**src/rtl/core/irpft_pkg.sv**
```systemverilog
package irpft_pkg;

    // bits taken from each of the address and data bytes
    localparam int FIELD_BITS = 8;

    localparam int BYTE_W    = 8;
    localparam int DUR_W     = 16;
    localparam int REP_W     = 4;
    localparam int CW_BITS   = 4 * FIELD_BITS;
    localparam int CW_IDX_W  = $clog2(CW_BITS);
    localparam int STOP_POS  = 4 * FIELD_BITS;
    localparam int BP_W      = $clog2(STOP_POS + 1);
    localparam int CFG_IDX_W = 3;
    localparam int CFG_DAT_W = 16;

    // register indexes on the configuration port
    localparam logic [CFG_IDX_W-1:0] CFG_LEADER_HIGH = 3'd0;
    localparam logic [CFG_IDX_W-1:0] CFG_LEADER_LOW  = 3'd1;
    localparam logic [CFG_IDX_W-1:0] CFG_ZERO_HIGH   = 3'd2;
    localparam logic [CFG_IDX_W-1:0] CFG_ZERO_LOW    = 3'd3;
    localparam logic [CFG_IDX_W-1:0] CFG_ONE_HIGH    = 3'd4;
    localparam logic [CFG_IDX_W-1:0] CFG_ONE_LOW     = 3'd5;
    localparam logic [CFG_IDX_W-1:0] CFG_GAP         = 3'd6;
    localparam logic [CFG_IDX_W-1:0] CFG_REPEAT      = 3'd7;

    typedef struct packed {
        logic [DUR_W-1:0] leader_high_ticks;
        logic [DUR_W-1:0] leader_low_ticks;
        logic [DUR_W-1:0] zero_high_ticks;
        logic [DUR_W-1:0] zero_low_ticks;
        logic [DUR_W-1:0] one_high_ticks;
        logic [DUR_W-1:0] one_low_ticks;
        logic [DUR_W-1:0] gap_ticks;
        logic [REP_W-1:0] repeat_total;
    } cfg_t;

    typedef struct packed {
        logic frame_done;
        logic request_dropped;
        logic busy_res;
        logic line_level;
    } res_t;

    function automatic logic [DUR_W-1:0] dur_at_least_one(input logic [DUR_W-1:0] v);
        return (v == '0) ? DUR_W'(1) : v;
    endfunction

    function automatic logic [REP_W-1:0] rep_at_least_one(input logic [REP_W-1:0] v);
        return (v == '0) ? REP_W'(1) : v;
    endfunction

    // address, ~address, data, ~data, lsb first
    function automatic logic [CW_BITS-1:0] build_code_word(
        input logic [BYTE_W-1:0] addr,
        input logic [BYTE_W-1:0] data
    );
        logic [FIELD_BITS-1:0] a;
        logic [FIELD_BITS-1:0] d;
        a = FIELD_BITS'(addr);
        d = FIELD_BITS'(data);
        return {~d, d, ~a, a};
    endfunction

    // stop position and beyond send a one
    function automatic logic code_bit(
        input logic [CW_BITS-1:0] cw,
        input logic [BP_W-1:0]    pos
    );
        if (pos >= BP_W'(STOP_POS)) begin
            return 1'b1;
        end
        return cw[pos[CW_IDX_W-1:0]];
    endfunction

endpackage

```
**src/rtl/core/irpft_cfg_regs.sv**
```systemverilog
module irpft_cfg_regs (
    input  logic                               aclk,
    input  logic                               aresetn,
    input  logic                               cfg_valid,
    output logic                               cfg_ready,
    input  logic [irpft_pkg::CFG_IDX_W-1:0]    cfg_index,
    input  logic [irpft_pkg::CFG_DAT_W-1:0]    cfg_data,
    output irpft_pkg::cfg_t                    cfg
);
    import irpft_pkg::*;

    cfg_t cfg_reg;
    cfg_t cfg_next;

    assign cfg_ready = 1'b1;
    assign cfg       = cfg_reg;

    always_comb begin
        cfg_next = cfg_reg;
        if (cfg_valid) begin
            unique case (cfg_index)
                CFG_LEADER_HIGH: cfg_next.leader_high_ticks = DUR_W'(cfg_data);
                CFG_LEADER_LOW:  cfg_next.leader_low_ticks  = DUR_W'(cfg_data);
                CFG_ZERO_HIGH:   cfg_next.zero_high_ticks   = DUR_W'(cfg_data);
                CFG_ZERO_LOW:    cfg_next.zero_low_ticks    = DUR_W'(cfg_data);
                CFG_ONE_HIGH:    cfg_next.one_high_ticks    = DUR_W'(cfg_data);
                CFG_ONE_LOW:     cfg_next.one_low_ticks     = DUR_W'(cfg_data);
                CFG_GAP:         cfg_next.gap_ticks         = DUR_W'(cfg_data);
                CFG_REPEAT:      cfg_next.repeat_total      = cfg_data[REP_W-1:0];
                default:         cfg_next = cfg_reg;
            endcase
        end
    end

    always_ff @(posedge aclk) begin
        if (!aresetn) begin
            cfg_reg.leader_high_ticks <= DUR_W'(360);
            cfg_reg.leader_low_ticks  <= DUR_W'(180);
            cfg_reg.zero_high_ticks   <= DUR_W'(22);
            cfg_reg.zero_low_ticks    <= DUR_W'(23);
            cfg_reg.one_high_ticks    <= DUR_W'(45);
            cfg_reg.one_low_ticks     <= DUR_W'(45);
            cfg_reg.gap_ticks         <= DUR_W'(220);
            cfg_reg.repeat_total      <= REP_W'(6);
        end else begin
            cfg_reg <= cfg_next;
        end
    end

endmodule

```
**src/rtl/core/irpft_sequencer.sv**
```systemverilog
module irpft_sequencer (
    input  logic                               aclk,
    input  logic                               aresetn,
    input  logic                               step,
    input  logic                               op,
    input  logic [irpft_pkg::BYTE_W-1:0]       address_byte,
    input  logic [irpft_pkg::BYTE_W-1:0]       data_byte,
    input  irpft_pkg::cfg_t                    cfg,
    output irpft_pkg::res_t                    res
);
    import irpft_pkg::*;

    localparam logic [2:0] PH_IDLE    = 3'd0;
    localparam logic [2:0] PH_LEAD_HI = 3'd1;
    localparam logic [2:0] PH_LEAD_LO = 3'd2;
    localparam logic [2:0] PH_BIT_HI  = 3'd3;
    localparam logic [2:0] PH_BIT_LO  = 3'd4;
    localparam logic [2:0] PH_GAP     = 3'd5;

    logic [2:0]         phase_reg, phase_next;
    logic [DUR_W-1:0]   dur_reg,   dur_next;
    logic [BP_W-1:0]    bp_reg,    bp_next;
    logic [REP_W-1:0]   rep_reg,   rep_next;
    logic [CW_BITS-1:0] cw_reg,    cw_next;
    logic               end_word;

    always_comb begin
        phase_next = phase_reg;
        dur_next   = dur_reg;
        bp_next    = bp_reg;
        rep_next   = rep_reg;
        cw_next    = cw_reg;
        end_word   = 1'b0;
        res        = '0;
        if (step) begin
            // start request only taken while idle
            if (op) begin
                if (phase_next == PH_IDLE) begin
                    cw_next    = build_code_word(address_byte, data_byte);
                    rep_next   = '0;
                    bp_next    = '0;
                    phase_next = PH_LEAD_HI;
                    dur_next   = dur_at_least_one(cfg.leader_high_ticks);
                end else begin
                    res.request_dropped = 1'b1;
                end
            end
            if (phase_next != PH_IDLE) begin
                res.busy_res   = 1'b1;
                res.line_level = (phase_next == PH_LEAD_HI) || (phase_next == PH_BIT_HI);
                if (dur_next != '0) begin
                    dur_next = dur_next - DUR_W'(1);
                end
                if (dur_next == '0) begin
                    unique case (phase_next)
                        PH_LEAD_HI: begin
                            phase_next = PH_LEAD_LO;
                            dur_next   = dur_at_least_one(cfg.leader_low_ticks);
                        end
                        PH_LEAD_LO: begin
                            bp_next    = '0;
                            phase_next = PH_BIT_HI;
                            dur_next   = dur_at_least_one(code_bit(cw_next, '0) ?
                                         cfg.one_high_ticks : cfg.zero_high_ticks);
                        end
                        PH_BIT_HI: begin
                            phase_next = PH_BIT_LO;
                            dur_next   = dur_at_least_one(code_bit(cw_next, bp_next) ?
                                         cfg.one_low_ticks : cfg.zero_low_ticks);
                        end
                        PH_BIT_LO: begin
                            if (bp_next < BP_W'(STOP_POS)) begin
                                bp_next    = bp_next + BP_W'(1);
                                phase_next = PH_BIT_HI;
                                dur_next   = dur_at_least_one(code_bit(cw_next, bp_next) ?
                                             cfg.one_high_ticks : cfg.zero_high_ticks);
                            end else if (cfg.gap_ticks != '0) begin
                                phase_next = PH_GAP;
                                dur_next   = cfg.gap_ticks;
                            end else begin
                                end_word = 1'b1;
                            end
                        end
                        PH_GAP: begin
                            end_word = 1'b1;
                        end
                        default: begin
                            phase_next = PH_IDLE;
                            dur_next   = '0;
                        end
                    endcase
                    // code word finished: next repeat or end of frame
                    if (end_word) begin
                        rep_next = rep_next + REP_W'(1);
                        if (rep_next >= rep_at_least_one(cfg.repeat_total)) begin
                            phase_next     = PH_IDLE;
                            dur_next       = '0;
                            res.frame_done = 1'b1;
                        end else begin
                            bp_next    = '0;
                            phase_next = PH_BIT_HI;
                            dur_next   = dur_at_least_one(code_bit(cw_next, '0) ?
                                         cfg.one_high_ticks : cfg.zero_high_ticks);
                        end
                    end
                end
            end
        end
    end

    always_ff @(posedge aclk) begin
        if (!aresetn) begin
            phase_reg <= PH_IDLE;
            dur_reg   <= '0;
            bp_reg    <= '0;
            rep_reg   <= '0;
        end else begin
            phase_reg <= phase_next;
            dur_reg   <= dur_next;
            bp_reg    <= bp_next;
            rep_reg   <= rep_next;
        end
    end

    always_ff @(posedge aclk) begin
        cw_reg <= cw_next;
    end

endmodule

```
**src/rtl/core/ir_pulse_frame_transmitter_unit.sv**
```systemverilog
// an accepted input item's result item is in the output register in the next cycle
// throughput: one item per cycle; the frame sequencer updates its state in a single pass
// the output register frees on the same edge it is read, so the input side never stalls
// while the result side takes every item
// reset: synchronous, active low; clears the sequencer to idle, loads the register defaults
// and empties the output register
module ir_pulse_frame_transmitter_unit (
    input  logic                              aclk,
    input  logic                              aresetn,
    // input items, one per timer tick
    input  logic                              s_tvalid,
    output logic                              s_tready,
    input  logic [15:0]                       s_tdata,   // address_byte[7:0], data_byte[15:8]
    input  logic                              s_tuser,   // op: 1 = tick with start request
    // result items
    output logic                              m_tvalid,
    input  logic                              m_tready,
    output logic [7:0]                        m_tdata,   // line_level[0], busy_res[1],
                                                         // request_dropped[2], frame_done[3],
                                                         // zero[7:4]
    // register writes
    input  logic                              cfg_valid,
    output logic                              cfg_ready,
    input  logic [irpft_pkg::CFG_IDX_W-1:0]   cfg_index,
    input  logic [irpft_pkg::CFG_DAT_W-1:0]   cfg_data
);
    import irpft_pkg::*;

    cfg_t       cfg;
    res_t       res;
    logic       step;
    logic       m_tvalid_reg, m_tvalid_next;
    logic [7:0] m_tdata_reg;

    // take a new item whenever the output register is empty or being drained
    assign s_tready = !m_tvalid_reg || m_tready;
    assign step     = s_tvalid && s_tready;

    irpft_cfg_regs u_cfg (
        .aclk      (aclk),
        .aresetn   (aresetn),
        .cfg_valid (cfg_valid),
        .cfg_ready (cfg_ready),
        .cfg_index (cfg_index),
        .cfg_data  (cfg_data),
        .cfg       (cfg)
    );

    // leader, bit and gap timing plus the code word shift position
    irpft_sequencer u_seq (
        .aclk         (aclk),
        .aresetn      (aresetn),
        .step         (step),
        .op           (s_tuser),
        .address_byte (s_tdata[7:0]),
        .data_byte    (s_tdata[15:8]),
        .cfg          (cfg),
        .res          (res)
    );

    // output register valid: set by each accepted item, cleared once taken
    always_comb begin
        m_tvalid_next = m_tvalid_reg;
        if (step) begin
            m_tvalid_next = 1'b1;
        end else if (m_tready) begin
            m_tvalid_next = 1'b0;
        end
    end

    always_ff @(posedge aclk) begin
        if (!aresetn) begin
            m_tvalid_reg <= 1'b0;
        end else begin
            m_tvalid_reg <= m_tvalid_next;
        end
    end

    // result payload, loaded only with an accepted item
    always_ff @(posedge aclk) begin
        if (step) begin
            m_tdata_reg <= {4'b0000, res.frame_done, res.request_dropped,
                            res.busy_res, res.line_level};
        end
    end

    assign m_tvalid = m_tvalid_reg;
    assign m_tdata  = m_tdata_reg;

endmodule

```
**config.mk**
```make
export PLATFORM = sky130hd
export DESIGN_NAME = ir_pulse_frame_transmitter_unit
export DESIGN_NICKNAME = d
export VERILOG_FILES = /design/src/rtl/core/irpft_pkg.sv /design/src/rtl/core/irpft_cfg_regs.sv /design/src/rtl/core/irpft_sequencer.sv /design/src/rtl/core/ir_pulse_frame_transmitter_unit.sv
export SDC_FILE = /design/constraint.sdc
export NUM_CORES = 1
export LEC_CHECK = 0
export ABC_CLOCK_PERIOD_IN_PS = 5400
export BUFFER_PORTS_ARGS = -buffer_cell sky130_fd_sc_hd__buf_2
export CORE_UTILIZATION = 55
export DETAILED_ROUTE_END_ITERATION = 12
export HOLD_SLACK_MARGIN = 0.1
export PLACE_DENSITY = 0.74
export SLEW_MARGIN = 20
export SYNTH_ARGS = -nofsm -noshare
export SYNTH_HDL_FRONTEND = slang
export SYNTH_SLANG_ARGS = --single-unit
```
**constraint.sdc**
```tcl
create_clock -name aclk -period 5.4 [get_ports aclk]
set_clock_uncertainty 0.05 [all_clocks]
set_input_delay 0.54 -clock aclk [delete_from_list [all_inputs] [get_ports aclk]]
set_output_delay 0.54 -clock aclk [all_outputs]
set_load 0.05 [all_outputs]
```
==> results of run 1 <==
==> layout make-up <==
type                       instances  area [um^2]  share of cell area
clock buffer                      19          443              0.0379
clock inverter                    11          116             0.00996
tap                              260          325              0.0278
multi-input combinational       1072         6280               0.537
timing repair buffer              75          448              0.0383
sequential                       182         4000               0.343
inverter                          20         75.1             0.00642
==> per-layer routing <==
metal / track usage / share of wire
met5: 0 / 0
met4: 0.158 / 0.039
met3: 0.0756 / 0.092
met2: 0.619 / 0.46
met1: 0.512 / 0.41
==> cells in the mapped netlist (5+ instances only) <==
cell,instances
or3_1,18
nand3_1,53
a211oi_1,14
buf_2,9
o211ai_1,6
nor4_1,30
nand4_1,8
nor2_1,76
and2_1,9
a21oi_1,127
nand2b_1,9
dfxtp_1,146
xor2_1,6
o31ai_1,7
nor2b_1,8
or4_1,7
mux4_2,11
ha_1,8
o211a_1,5
inv_1,17
clkbuf_1,70
nor3_1,34
xnor2_1,9
a31oi_1,15
a21o_1,9
a221oi_1,9
o221ai_1,6
mux2i_1,51
buf_4,7
edfxtp_1,36
or2_2,5
o22ai_1,6
mux2_2,17
o21a_1,22
nand2_1,340
nor3b_1,9
o21ai_0,53
==> kinds of logic (layout without fill, tap and decap cells) <==
group / Yosys count / in the layout / share of synthesized area
and+or+nand+nor: 629 / 629 / 0.269
AOI/OAI and AO/OA: 335 / 335 / 0.201
DFF: 182 / 182 / 0.373
buffers and inverters: 111 / 125 / 0.0438
muxes: 80 / 80 / 0.0899
xor gates and xnor gates: 15 / 15 / 0.0123
adders and majority gates: 8 / 8 / 0.00934
other: 2 / 5 / 0.000701
==> worst max-delay path, cell delays in order, from the launching register on <==
cell,delay [ns]
dfxtp_1,0.34
buf_4,0.21
or4b_2,0.92
nand2_1,0.23
inv_1,0.06
ha_1,0.29
xnor2_1,0.35
mux4_2,0.56
nand2_1,0.09
a21o_1,0.14
nor4b_2,0.25
buf_4,0.23
or2_1,0.34
nor3_1,0.10
o211a_1,0.27
a2111oi_0,0.43
==> cell usage in the layout, fill, tap and decap left out, drive strengths merged, types with 35 or more instances in the layout <==
cell type / n
nand2: 340
dfxtp: 146
a21oi: 127
nor2: 76
buf: 75
o21ai: 54
nand3: 53
mux2i: 52
edfxtp: 36
nor3: 35
==> power breakdown <==
group          total, W  switching [W]  internal (W)
sequential      0.00152      0.0000664       0.00145
clock           0.00122       0.000569      0.000654
combinational  0.000636       0.000406      0.000230
==> how the worst max path moves through the flow <==
stage / end / slack [ns] / from / cells past startpoint
4_1_cts: u_seq.dur_reg[15] / 0.51 / u_seq.phase_reg[0] / 15
3_3_place_gp: u_seq.dur_reg[15] / 0.34 / s_tuser / 14
2_1_floorplan: u_seq.dur_reg[0] / 0.33 / s_tuser / 19
3_5_place_dp: u_seq.dur_reg[15] / 0.29 / s_tuser / 15
6_report: u_seq.dur_reg[15] / 0.40 / u_seq.phase_reg[0] / 15
5_1_grt: u_seq.dur_reg[15] / 0.16 / u_seq.phase_reg[0] / 15
==> per-stage QoR <==
stage          std cells  hold slack, ns  total power, W  cell area (um^2)
5_1_grt             1639           0.335         0.00348             11700
3_5_place_dp        1609           0.413         0.00216             11100
3_3_place_gp        1609           0.404         0.00216             11100
6_report            1639           0.307         0.00338             11700
2_1_floorplan       1365           0.392         0.00196             10700
4_1_cts             1639           0.308         0.00336             11700
==> run_results.csv, run 1 <==
group,metric,value,unit
cts,cts_setup_buffers,0,
critical_path,ff2ff_setup_slack,0.40,ns
finish,antennaDiodeCount,0,
cts,cts_buffer_depth,2,
status,outcome,"finished clean",
finish,layout-drive-gt1-share,0.117,
synthesis,post-synth-top-area-cell,"dfxtp_1",
global_route,grt_remaining_overflow,0,
routing,firstDrtPassIters,6,
sta,drv_slew,0,
critical_path,rr_worst_depth,15,
place,dp_hpwl,27.1,mm
synthesis,synth_seq_cells,182,
sta,rsz0062_at_grt,"false",
cts,cts_tree,"yes",
critical_path,r2r-start,"u_seq.phase_reg[0]",
critical_path,cp-end-kind,"flip-flop",
hold_path,min_to,"m_tvalid",
cts,clkTransAtPathRegs,0.07,ns
die,core,0.0189,mm^2
sta,post-route-min-period,5.00,ns
hold_path,min_path_type,"in2reg",
synthesis,ys_seq_area_frac,0.373,
finish,fin_util,0.619,
routing,drc,0,
synthesis,ys.warnings.count,0,
routing,wl,37.8,mm
routing,num_vias,10700,
cts,cts_max_level,4,
synthesis,yosysUniqueCellTypes,83,
critical_path,required,5.64,ns
sta,slew_headroom,0.288,
cts,cts-resized-gates,0,
routing,drt_iter0_markers,1354,
die,die_w,142,um
global_route,grt_start_max_net_pins,54,
synthesis,synth_flop_cell,"dfxtp_1",
sta,hold_viol_final,0,
hold_path,holdCritStartpoint,"s_tvalid",
critical_path,startpoint_type,"flip-flop",
die,io_pins,52,
synthesis,synthArstFlopShare,0,
cts,ctsHoldBuffers,0,
cts,cts_buffers,17,
cts,cts.sinks,182,
finish,nNetsFinal,1417,
synthesis,syn_area,0.0107,mm^2
flow_run,maxCapViolCount,0,
place,portBuffers,46,
die,initial_utilization,0.567,
finish,num-fill-cells,1757,
critical_path,cp.arrival,5.23,ns
routing,wl_per_cell,23.1,um
synthesis,yosys.area.top_type_share,0.273,
synthesis,synth_cells,1362,
sta,setup-tns-final,0,ns
global_route,track_usage,0.386,
synthesis,avgSynthCellArea,7.87,um^2
cts,clk_latency,0.44,ns
sta,tightestPinTransition,1.06,ns
finish,syn_to_final_growth,9.02,%
synthesis,synth_edf_count,36,
sta,max_freq,0.200,GHz
power_and_ir_drop,ir_drop,0.000244,V
global_route,antenna_found_initial,0,
sta,setup_ws,0.403,ns
power_and_ir_drop,power_density,289,mW/mm^2
critical_path,crit_fanout,19,
die,die_y,142,um
finish,largest_reg_flops,116,
routing,ant_nets,0,
global_route,grt_pass1_vias,9909,
hold_path,whs_path_depth,3,
critical_path,path_class,"reg2reg",
place,gp_congestion,0.998,
sta,fin_crit_sh,0.925,
die,die-area,0.0201,mm^2
cts,root_buffer,"clkbuf_16",
power_and_ir_drop,leakage,4.46,nW
global_route,grt_pass1_wl,58.6,mm
critical_path,r2r-end,"u_seq.dur_reg[15]",
die,row_count,50,
place,pre_cts_ws,0.289,ns
synthesis,synth.top_cells.by_area,"dfxtp_1 (27%), nand2_1 (12%), edfxtp_1 (10%), a21oi_1 (5.9%), mux2i_1 (4.8%)",
sta,finalSetupViolations,0,
routing,via_per_inst,6.55,
Note: power is estimated with default switching activity, not from simulation.
==> inputs of run 2 (changes only) <==
ABC_AREA = 1   (was default)
==> run_results.csv, run 2 <==
group,metric,value,unit
die,die-area,0.0212,mm^2
finish,final_cell_mix,"nand2_1 (517), inv_1 (206), nor2_1 (199), o21ai_0 (171), dfxtp_1 (146)",
synthesis,synth.top_cells.by_area,"dfxtp_1 (26%), nand2_1 (17%), edfxtp_1 (9.5%), o21ai_0 (7.6%), inv_1 (6.9%)",
sta,fin_crit_sh,0.861,
critical_path,r2r-end,"u_seq.rep_reg[2]",
critical_path,cp-end-kind,"flip-flop",
die,core,0.0202,mm^2
cts,cts-resized-gates,0,
routing,drc,2,
power_and_ir_drop,power,0.00345,W
synthesis,yosys.area.top_type_share,0.258,
hold_path,min_to,"m_tvalid",
power_and_ir_drop,power_density,281,mW/mm^2
routing,wl_per_cell,19.5,um
sta,hold_viol_final,0,
routing,ant_nets,0,
sta,finalSetupViolations,0,
die,row_count,52,
cts,clk_latency,0.45,ns
power_and_ir_drop,power.internal,0.00229,W
synthesis,synth_edf_count,36,
place,portBuffers,46,
power_and_ir_drop,leakage,5.89,nW
synthesis,synth.most_common_cell,"nand2_1",
place,gp_congestion,1.02,
power_and_ir_drop,ir_drop,0.000200,V
sta,max_freq,0.215,GHz
finish,largest_reg_flops,116,
critical_path,ff2ff_setup_slack,0.75,ns
critical_path,cp.arrival,4.93,ns
status,violations,"DRC",
finish,layout-drive-gt1-share,0.0909,
cts,cts_setup_buffers,0,
flow_run,maxCapViolCount,0,
critical_path,slowest_stage,"nor2_2",
cts,cts_max_level,4,
die,io_pins,52,
global_route,grt_start_max_net_pins,74,
hold_path,min_path_type,"in2reg",
sta,slew_headroom,0.322,
synthesis,post-synth-top-area-cell,"dfxtp_1",
hold_path,whs_path_depth,4,
power_and_ir_drop,p_comb_frac,0.196,
cts,cts_buffers,17,
sta,drv_slew,0,
synthesis,avgSynthCellArea,6.37,um^2
finish,num-fill-cells,2004,
sta,post-route-min-period,4.65,ns
cts,ctsHoldBuffers,0,
cts,cts_tree,"yes",
critical_path,startpoint_type,"flip-flop",
cts,cts.sinks,182,
cts,root_buffer,"clkbuf_16",
synthesis,synthArstFlopShare,0,
synthesis,ys.warnings.count,0,
synthesis,synth_common_cells,"nand2_1 (517), inv_1 (207), nor2_1 (200)",
power_and_ir_drop,seqPwrFrac,0.432,
finish,syn_to_final_growth,8.52,%
cts,cts_buffer_depth,2,
status,outcome,"finished, violations left",
finish,nNetsFinal,1830,
synthesis,yosysUniqueCellTypes,54,
routing,num_vias,12000,
power_and_ir_drop,switching_share,0.337,
finish,area.sequential,0.00400,mm^2
die,die_w,145,um
critical_path,cp_cell_sequence,"nor2_4 -> buf_4 -> nand2_4 -> nor2_8 -> nand3_1 -> o21ai_2 -> ha_1 -> nand2_1 -> nor2_4 -> and3_1 -> nand2_4 -> o21ai_2 -> inv_2 -> nor2_1 -> nand4_1 -> nor2_1 -> nand3_2 -> nor2_2 -> nand4_1 -> o21ai_1 -> a21oi_1",
sta,setup-tns-final,0,ns
global_route,grt_pass1_wl,62.2,mm
synthesis,syn_area,0.0113,mm^2
routing,wl,40.2,mm
place,dp_hpwl,29.6,mm
synthesis,synth_seq_cells,182,
global_route,grt_remaining_overflow,0,
critical_path,crit_fanout,25,
synthesis,ys_seq_area_frac,0.354,
synthesis,synth_cells,1777,
power_and_ir_drop,p_switching,0.00116,W
die,initial_utilization,0.559,
critical_path,r2r-start,"u_seq.phase_reg[0]",
global_route,antenna_found_initial,0,
critical_path,path_buf_inv,2,
global_route,grt_pass1_vias,10900,
sta,tightestPinTransition,1.01,ns
critical_path,required,5.68,ns
critical_path,critical_path.top_delay_family,"simple AND/OR/NAND/NOR gates",
routing,via_per_inst,5.79,
cts,clkTransAtPathRegs,0.08,ns
critical_path,critPathMaxStageDelay,0.43,ns
critical_path,path_class,"reg2reg",
die,die_y,145,um
routing,firstDrtPassIters,10,
finish,multi_input_area,0.00606,mm^2
critical_path,rr_worst_depth,21,
routing,drt_iter0_markers,1321,
finish,final_common_cell,"nand2_1",
synthesis,synth_flop_cell,"dfxtp_1",
power_and_ir_drop,pwr-share-clk,0.372,
sta,rsz0062_at_grt,"false",
global_route,track_usage,0.382,
hold_path,holdCritStartpoint,"m_tready",
-- run 2: cell types whose count changed in the layout (fill, tap and decap cells not counted), sizes merged, moves of 52 or more --
cell and change:
nand3 +54, nand2 +193, nor2 +137, inv +199
o21ai +131, mux2i -52
-- run 2: per-layer routing --
metal  GRT usage  part of all wire
met4       0.158             0.035
met2       0.622              0.46
met1       0.501              0.42
met3      0.0683             0.078
met5           0                 0
-- run 2: worst max path at each step --
| stage | startpoint | endpoint | slack, ns | cells past startpoint |
|---|---|---|---|---|
| 2_1_floorplan | u_seq.phase_reg[0] | u_seq.dur_reg[14] | 1.86 | 27 |
| 3_3_place_gp | s_tuser | u_seq.dur_reg[11] | 0.62 | 22 |
| 3_5_place_dp | s_tuser | u_seq.rep_reg[0] | 0.67 | 20 |
| 4_1_cts | u_seq.phase_reg[0] | u_seq.rep_reg[0] | 0.86 | 21 |
| 5_1_grt | u_seq.phase_reg[2] | u_seq.dur_reg[6] | 0.40 | 22 |
| 6_report | u_seq.phase_reg[0] | u_seq.rep_reg[2] | 0.75 | 21 |
-- run 2: tightest hold or removal path: stages --
cell and delay [ns]:
buf_2 0.07, inv_1 0.03, nand2_1 0.08, a21oi_1 0.07
-- run 2: layout make-up --
type / count / area share
timing repair buffer: 75 / 0.0365
clock inverter: 14 / 0.0127
clock buffer: 18 / 0.0367
antenna: 1 / 0.000204
sequential: 182 / 0.326
tap: 270 / 0.0275
multi-input combinational: 1286 / 0.494
inverter: 219 / 0.0669
-- run 2: through the flow --
stage | utilization | instances | area (um^2) | hold slack [ns] | worst slack [ns]
2_1_floorplan | - | 1780 | 11300 | 0.375 | 1.86
3_3_place_gp | 0.577 | 2032 | 11700 | 0.385 | 0.618
3_5_place_dp | 0.577 | 2032 | 11700 | 0.394 | 0.675
4_1_cts | 0.607 | 2064 | 12300 | 0.341 | 0.860
5_1_grt | 0.607 | 2064 | 12300 | 0.353 | 0.396
6_report | 0.607 | 2065 | 12300 | 0.345 | 0.748
-- run 2: cell families (layout without fill, tap and decap cells) --
| group | count (synthesis) | after routing | share of synthesized area |
|---|---|---|---|
| buffers and inverters | 312 | 326 | 0.112 |
| XOR/XNOR | 16 | 16 | 0.0130 |
| other | 2 | 6 | 0.000663 |
| flip-flops | 182 | 182 | 0.354 |
| AND/OR/NAND/NOR | 923 | 923 | 0.348 |
| adder cells (fa/ha/maj) | 8 | 8 | 0.00884 |
| AO/OA/AOI/OAI | 334 | 334 | 0.164 |
-- run 2: power groups by stage --
stage          logic [W]  registers (W)  clock network [W]
2_1_floorplan   0.000448        0.00152                  0
3_3_place_gp    0.000655        0.00152                  0
3_5_place_dp    0.000656        0.00152                  0
4_1_cts         0.000660        0.00149            0.00129
5_1_grt         0.000737        0.00150            0.00135
6_report        0.000676        0.00149            0.00129
